File: config.mk
export PLATFORM = sky130hd
export DESIGN_NAME = psa_ctrl
export DESIGN_NICKNAME = d
export VERILOG_FILES = /design/src/hdl/psa_pkg.sv /design/src/hdl/psa_ctrl.sv
export SDC_FILE = /design/constraint.sdc
export NUM_CORES = 1
export LEC_CHECK = 0
export ABC_AREA = 1
export BUFFER_PORTS_ARGS = -buffer_cell sky130_fd_sc_hd__buf_2
export CORE_AREA = 5 5 42 44
export CTS_BUF_LIST = sky130_fd_sc_hd__clkbuf_8
export CTS_CLUSTER_DIAMETER = 200
export DETAILED_ROUTE_END_ITERATION = 10
export DIE_AREA = 0 0 47 49
export GPL_TIMING_DRIVEN = 0
export SYNTH_ARGS = -nofsm -noshare
export SYNTH_HDL_FRONTEND = slang
export SYNTH_SLANG_ARGS = --single-unit
File: constraint.sdc
create_clock -name clock -period 1 [get_ports clock]
set_input_delay 0 -clock clock [delete_from_list [all_inputs] [get_ports clock]]
set_output_delay 0 -clock clock [all_outputs]
set_load 0.03 [all_outputs]
File: src/hdl/psa_pkg.sv
// ----------------------------------------------------------------------------
// psa_pkg
// Shared types, constants and sizing functions for the power-of-two slab
// allocator.
// ----------------------------------------------------------------------------
package psa_pkg;

   // Field widths
   localparam int SIZE_W   = 20;
   localparam int ADDR_W   = 18;
   localparam int STATUS_W = 3;
   localparam int LIMIT_W  = 7;

   localparam logic [LIMIT_W-1:0] LIMIT_RESET = 7'd64;

   // Default geometry
   localparam int DEF_MIN_SLOT_LOG = 4;
   localparam int DEF_NUM_CLASSES  = 8;
   localparam int DEF_PAGE_LOG     = 12;
   localparam int DEF_MAX_PAGES    = 64;

   // Action codes
   localparam logic ACT_ALLOC = 1'b0;
   localparam logic ACT_FREE  = 1'b1;

   // Result status codes
   localparam logic [STATUS_W-1:0] ST_DONE         = 3'd0;
   localparam logic [STATUS_W-1:0] ST_TOO_LARGE    = 3'd1;
   localparam logic [STATUS_W-1:0] ST_NO_PAGES     = 3'd2;
   localparam logic [STATUS_W-1:0] ST_FREE_IGNORED = 3'd3;
   localparam logic [STATUS_W-1:0] ST_FREE_DROPPED = 3'd4;

   typedef struct packed {
      logic              action;
      logic [SIZE_W-1:0] request_size;
      logic [ADDR_W-1:0] address;
      logic              address_is_null;
   } req_type;

   typedef struct packed {
      logic [ADDR_W-1:0]   slot_address;
      logic [STATUS_W-1:0] status;
   } rsp_type;

   // Commands from the controller to the datapath
   typedef struct packed {
      logic                capture;
      logic                push;
      logic                pop_rd;
      logic                take_page;
      logic                fill_write;
      logic                load_out;
      logic                out_from_mem;
      logic [STATUS_W-1:0] out_status;
   } psa_cmd_type;

   // Status from the datapath to the controller
   typedef struct packed {
      logic is_free;
      logic too_large;
      logic is_null;
      logic depth_zero;
      logic stack_full;
      logic pages_left;
      logic slots_zero;
      logic fill_last;
      logic out_free;
   } psa_flags_type;

   // Slots that one page yields in a class, zero when the slot exceeds a page
   function automatic int page_slot_count(int cls, int min_log, int page_log);
      if (min_log + cls > page_log) begin
         return 0;
      end
      return 1 << (page_log - min_log - cls);
   endfunction

   // First stack entry of a class region
   function automatic int region_base(int cls, int min_log, int page_log, int max_pages);
      int base;
      base = 0;
      for (int k = 0; k < cls; k++) begin
         base += max_pages * page_slot_count(k, min_log, page_log);
      end
      return base;
   endfunction

   function automatic int clog2_min1(int v);
      return (v > 1) ? $clog2(v) : 1;
   endfunction

endpackage

File: src/hdl/psa_ctrl.sv
// ----------------------------------------------------------------------------
// psa_ctrl
// Controller: sequences one item at a time through decode, page refill,
// stack pop and result load.
// ----------------------------------------------------------------------------
module psa_ctrl (
   input  logic                   clock,
   input  logic                   reset,
   input  logic                   req_valid,
   output logic                   req_stall,
   input  psa_pkg::psa_flags_type flags,
   output psa_pkg::psa_cmd_type   cmd
);

   typedef enum logic [3:0] {
      S_IDLE = 4'b0001,
      S_EVAL = 4'b0010,
      S_FILL = 4'b0100,
      S_POP  = 4'b1000
   } state_type;

   state_type state_ff, state_in;

   // State register
   always_ff @(posedge clock) begin
      if (reset) begin
         state_ff <= S_IDLE;
      end else begin
         state_ff <= state_in;
      end
   end

   assign req_stall = (state_ff != S_IDLE);

   // Next state and commands
   always_comb begin
      state_in = state_ff;
      cmd      = '0;
      case (state_ff)
         S_IDLE: begin
            if (req_valid) begin
               cmd.capture = 1'b1;
               state_in    = S_EVAL;
            end
         end
         S_EVAL: begin
            if (!flags.is_free) begin
               if (flags.too_large) begin
                  if (flags.out_free) begin
                     cmd.load_out   = 1'b1;
                     cmd.out_status = psa_pkg::ST_TOO_LARGE;
                     state_in       = S_IDLE;
                  end
               end else if (!flags.depth_zero) begin
                  cmd.pop_rd = 1'b1;
                  state_in   = S_POP;
               end else if (!flags.pages_left) begin
                  if (flags.out_free) begin
                     cmd.load_out   = 1'b1;
                     cmd.out_status = psa_pkg::ST_NO_PAGES;
                     state_in       = S_IDLE;
                  end
               end else if (flags.slots_zero) begin
                  // page is used up but gives no slot
                  if (flags.out_free) begin
                     cmd.take_page  = 1'b1;
                     cmd.load_out   = 1'b1;
                     cmd.out_status = psa_pkg::ST_NO_PAGES;
                     state_in       = S_IDLE;
                  end
               end else begin
                  cmd.take_page = 1'b1;
                  state_in      = S_FILL;
               end
            end else begin
               if (flags.too_large || flags.is_null) begin
                  if (flags.out_free) begin
                     cmd.load_out   = 1'b1;
                     cmd.out_status = psa_pkg::ST_FREE_IGNORED;
                     state_in       = S_IDLE;
                  end
               end else if (flags.stack_full) begin
                  if (flags.out_free) begin
                     cmd.load_out   = 1'b1;
                     cmd.out_status = psa_pkg::ST_FREE_DROPPED;
                     state_in       = S_IDLE;
                  end
               end else if (flags.out_free) begin
                  cmd.push       = 1'b1;
                  cmd.load_out   = 1'b1;
                  cmd.out_status = psa_pkg::ST_DONE;
                  state_in       = S_IDLE;
               end
            end
         end
         S_FILL: begin
            // one slot pushed per cycle, then retry the allocate
            cmd.fill_write = 1'b1;
            if (flags.fill_last) begin
               state_in = S_EVAL;
            end
         end
         S_POP: begin
            if (flags.out_free) begin
               cmd.load_out     = 1'b1;
               cmd.out_from_mem = 1'b1;
               cmd.out_status   = psa_pkg::ST_DONE;
               state_in         = S_IDLE;
            end
         end
         default: begin
            state_in = S_IDLE;
         end
      endcase
   end

endmodule

==> flow_summary.toml <==
[critical_path]
path_max_fanout = 5
r2r_cells = 7
crit_path_start_kind = "register"
crit_path_end_kind = "output pin"
r2r-end = "state_ff[3]"
criticalPathCategory = "register to output pin"
crit_path_end = "cmd[4]"
ff2ff_setup_slack_ns = -0.12
required_ns = 1.00
cp_data_arrival_time_ns = 1.23
worstSetupStartpoint = "state_ff[0]"
rr_startpoint = "state_ff[0]"

[floorplan]
ioPinCount = 23
fp.coreArea_um2 = 1401
die_area_um2 = 2303
chipHeight_um = 49
rows = 14
dieWidth_um = 47
start_util = 0.3107

[timing]
setup_viol = 15
period_share = 1.234
rsz0062_at_grt = "yes"
tightest_slew_ns = 0.3184
max-slew-margin-rel = 0.7855
fin_crit_ns = 1.234
maxSlewViolCount = 0
skew_ns = 0.006751
finalWorstSetupSlack_ns = -0.2339
hold_viol_final = 0
fmax_mhz = 810.5

[synthesis]
synth_seq_cells = 4
synth.distinct_cells = 21
ys_top_cells_by_area = "dfxtp_1 (18%), nand2_1 (16%), inv_1 (10%)"
synth.cell_area_um2 = 435.4
syn_area_per_cell_um2 = 5.806
postSynthCellCount = 75
yosysTopAreaCell = "dfxtp_1"
syn-num-nets = 87
ys_seq_area_frac = 0.1839
yosysWarnings = 0
synth.top_cell.area_share = 0.1839

[detailed_routing]
vias = 579
met3_length_um = 62
drt_iter0_markers = 3
postRouteAntennaNets = 0
wl_met1_um = 540
drt-pass1-iter-count = 4
wl_um = 1406
wl_met2_um = 788
routed_via_density = 4.632
avgRoutedWirePerCell_um = 11.25
dr.max_layer_used = "met4"
drc = 0

[job]
maxCapViolations = 0

[cells_and_area]
reg.largest.list = "state_ff x4"
fin_nets = 122
fin_util = 0.6491
final_layout_size_suffix_gt1_frac = 0.6514
syn2layout_area_growth_pct = 108.9
finalNonFillerCells = 125
largest_register = "state_ff"
largest_register_ff_count = 4
num_antenna_cells = 0
fill_cells = 128

[clock_network]
path_clk_slew_ns = 0.04
cts_tree = "built"
htreeDepth = 1
clockBufferDepth = 2
clk_latency_ns = 0.22
numClockSinks = 4
cts_root_buf = "clkbuf_8"
numCtsBuffers = 3

[place]
dp.cells = 112
gp_congestion = 0.7390
io_buffers = 21
dpl.hpwl_um = 1013

[power_and_ir_drop]
peakVddDrop_mv = 1.781
swShare = 0.4764
internal_power_uw = 1039
power_leakage_uw = 0.0004424
clock_power_share = 0.175
p_sw_uw = 945.1
power_density_nw_per_um2 = 2181
power_frac_seq = 0.175
pwr-share-comb = 0.650

[run_status]
violations = "setup timing"
status = "complete, but fails checks"

[global_route]
grt_usage = 0.1316
grt-ovfl-total = 0
grt_max_degree = 9
grt_pass1_vias = 581
grt_pass1_wl_um = 2304
grt_antenna_before_repair = 0

[hold_path]
hp-class = "input pin to register"
hold_start = "flags[0]"
repair_timing:
action                                  in CTS  in global routing
gates resized for setup                     36                  3
hold buffers                                 1                  0
hold endpoints to repair                     2                  0
setup buffers                                7                  1
endpoints found under the setup margin      14                 15
gates cloned                                 0                  0
pin swaps                                   14                  3
metal layers:
metal / global-route usage / vias to the layer above
met5: 0 / -
met3: 0.03690 / 2
met1: 0.1404 / 261
met4: 0.03687 / 0
met2: 0.2376 / 14
li1: - / 302
how the worst min path moves through the flow:
stage,endpoint,cells past startpoint
after floorplan,cmd[8],1
after global placement,state_ff[1],2
after detailed placement,state_ff[1],2
after CTS,state_ff[0],3
after global routing,state_ff[0],3
final,state_ff[0],3
per-stage QoR:
| step | instance area [um^2] | hold WS [ns] | power, uW | setup TNS (ns) | setup WS (ns) |
|---|---|---|---|---|---|
| floorplan | 543.0 | 0.04723 | 1064 | -0.1674 | -0.08056 |
| global placement | 668.1 | 0.1936 | 1234 | -0.5769 | -0.1651 |
| detailed placement | 668.1 | 0.1965 | 1240 | -0.5584 | -0.1525 |
| CTS | 885.9 | 0.1053 | 1918 | -1.877 | -0.2462 |
| global route | 909.6 | 0.1270 | 2114 | -3.040 | -0.3101 |
| finish | 909.6 | 0.1051 | 1984 | -2.164 | -0.2339 |
cell usage after synthesis:
library cell	instances
nand2_1	18
inv_1	12
nor2_1	9
nand3_1	5
dfxtp_1	4
inv_2	4
a21oi_1	3
nand4_1	3
a21oi_2	2
nand2_2	2
nor2_4	2
o21ai_0	2
a211oi_1	1
buf_4	1
nand3_2	1
nor2_2	1
nor3_1	1
nor4_1	1
nor4b_2	1
o21ai_2	1
or2_1	1
logic make-up (layout without fill, tap and decap cells):
kind of cell           Yosys count  after routing  synth area share
flip-flops                       4              4            0.1839
buffers and inverters           17             51            0.1552
AND/OR/NAND/NOR                 45             45            0.5258
AO/OA/AOI/OAI                    9              9            0.1351
critical path: stages (launching register included):
cell,delay [ns]
dfxtp_2,0.33
inv_4,0.10
nand2_4,0.06
nor2_4,0.15
nand4_1,0.13
nand2_1,0.11
buf_6,0.13
layout by cell type (no fill, tap or decap), types with 2 or more instances in the layout:
cell	Yosys	final
inv_1	12	11
nand2_1	18	11
buf_4	1	10
buf_2	0	10
buf_6	0	10
nor2_4	2	7
nand2_2	2	5
nand2_4	0	4
nor2_1	9	4
inv_2	4	3
inv_4	0	3
nand3_1	5	3
nand4_1	3	3
a21oi_2	2	3
clkbuf_8	0	3
o21ai_0	2	2
nand3_4	0	2
dfxtp_2	0	2
dfxtp_4	0	2
power by group through the flow:
stage               registers [uW]  clock network, uW  logic [uW]
floorplan                      308                  0         756
global placement               320                  0         914
detailed placement             322                  0         919
CTS                            339                354        1220
global route                   354                371        1390
finish                         347                348        1290
area by class of cell:
type / instances / area, um^2 / area share
Timing Repair Buffer: 30 / 240.2 / 0.2641
Buffer: 1 / 7.507 / 0.008253
Clock inverter: 1 / 3.754 / 0.004127
Clock buffer: 3 / 41.29 / 0.04539
Sequential cell: 4 / 90.09 / 0.09904
Tap cell: 16 / 20.02 / 0.02201
Multi-Input combinational cell: 54 / 439.2 / 0.4828
Inverter: 16 / 67.56 / 0.07428
No activity file was read; power rests on OpenSTA's default activity.
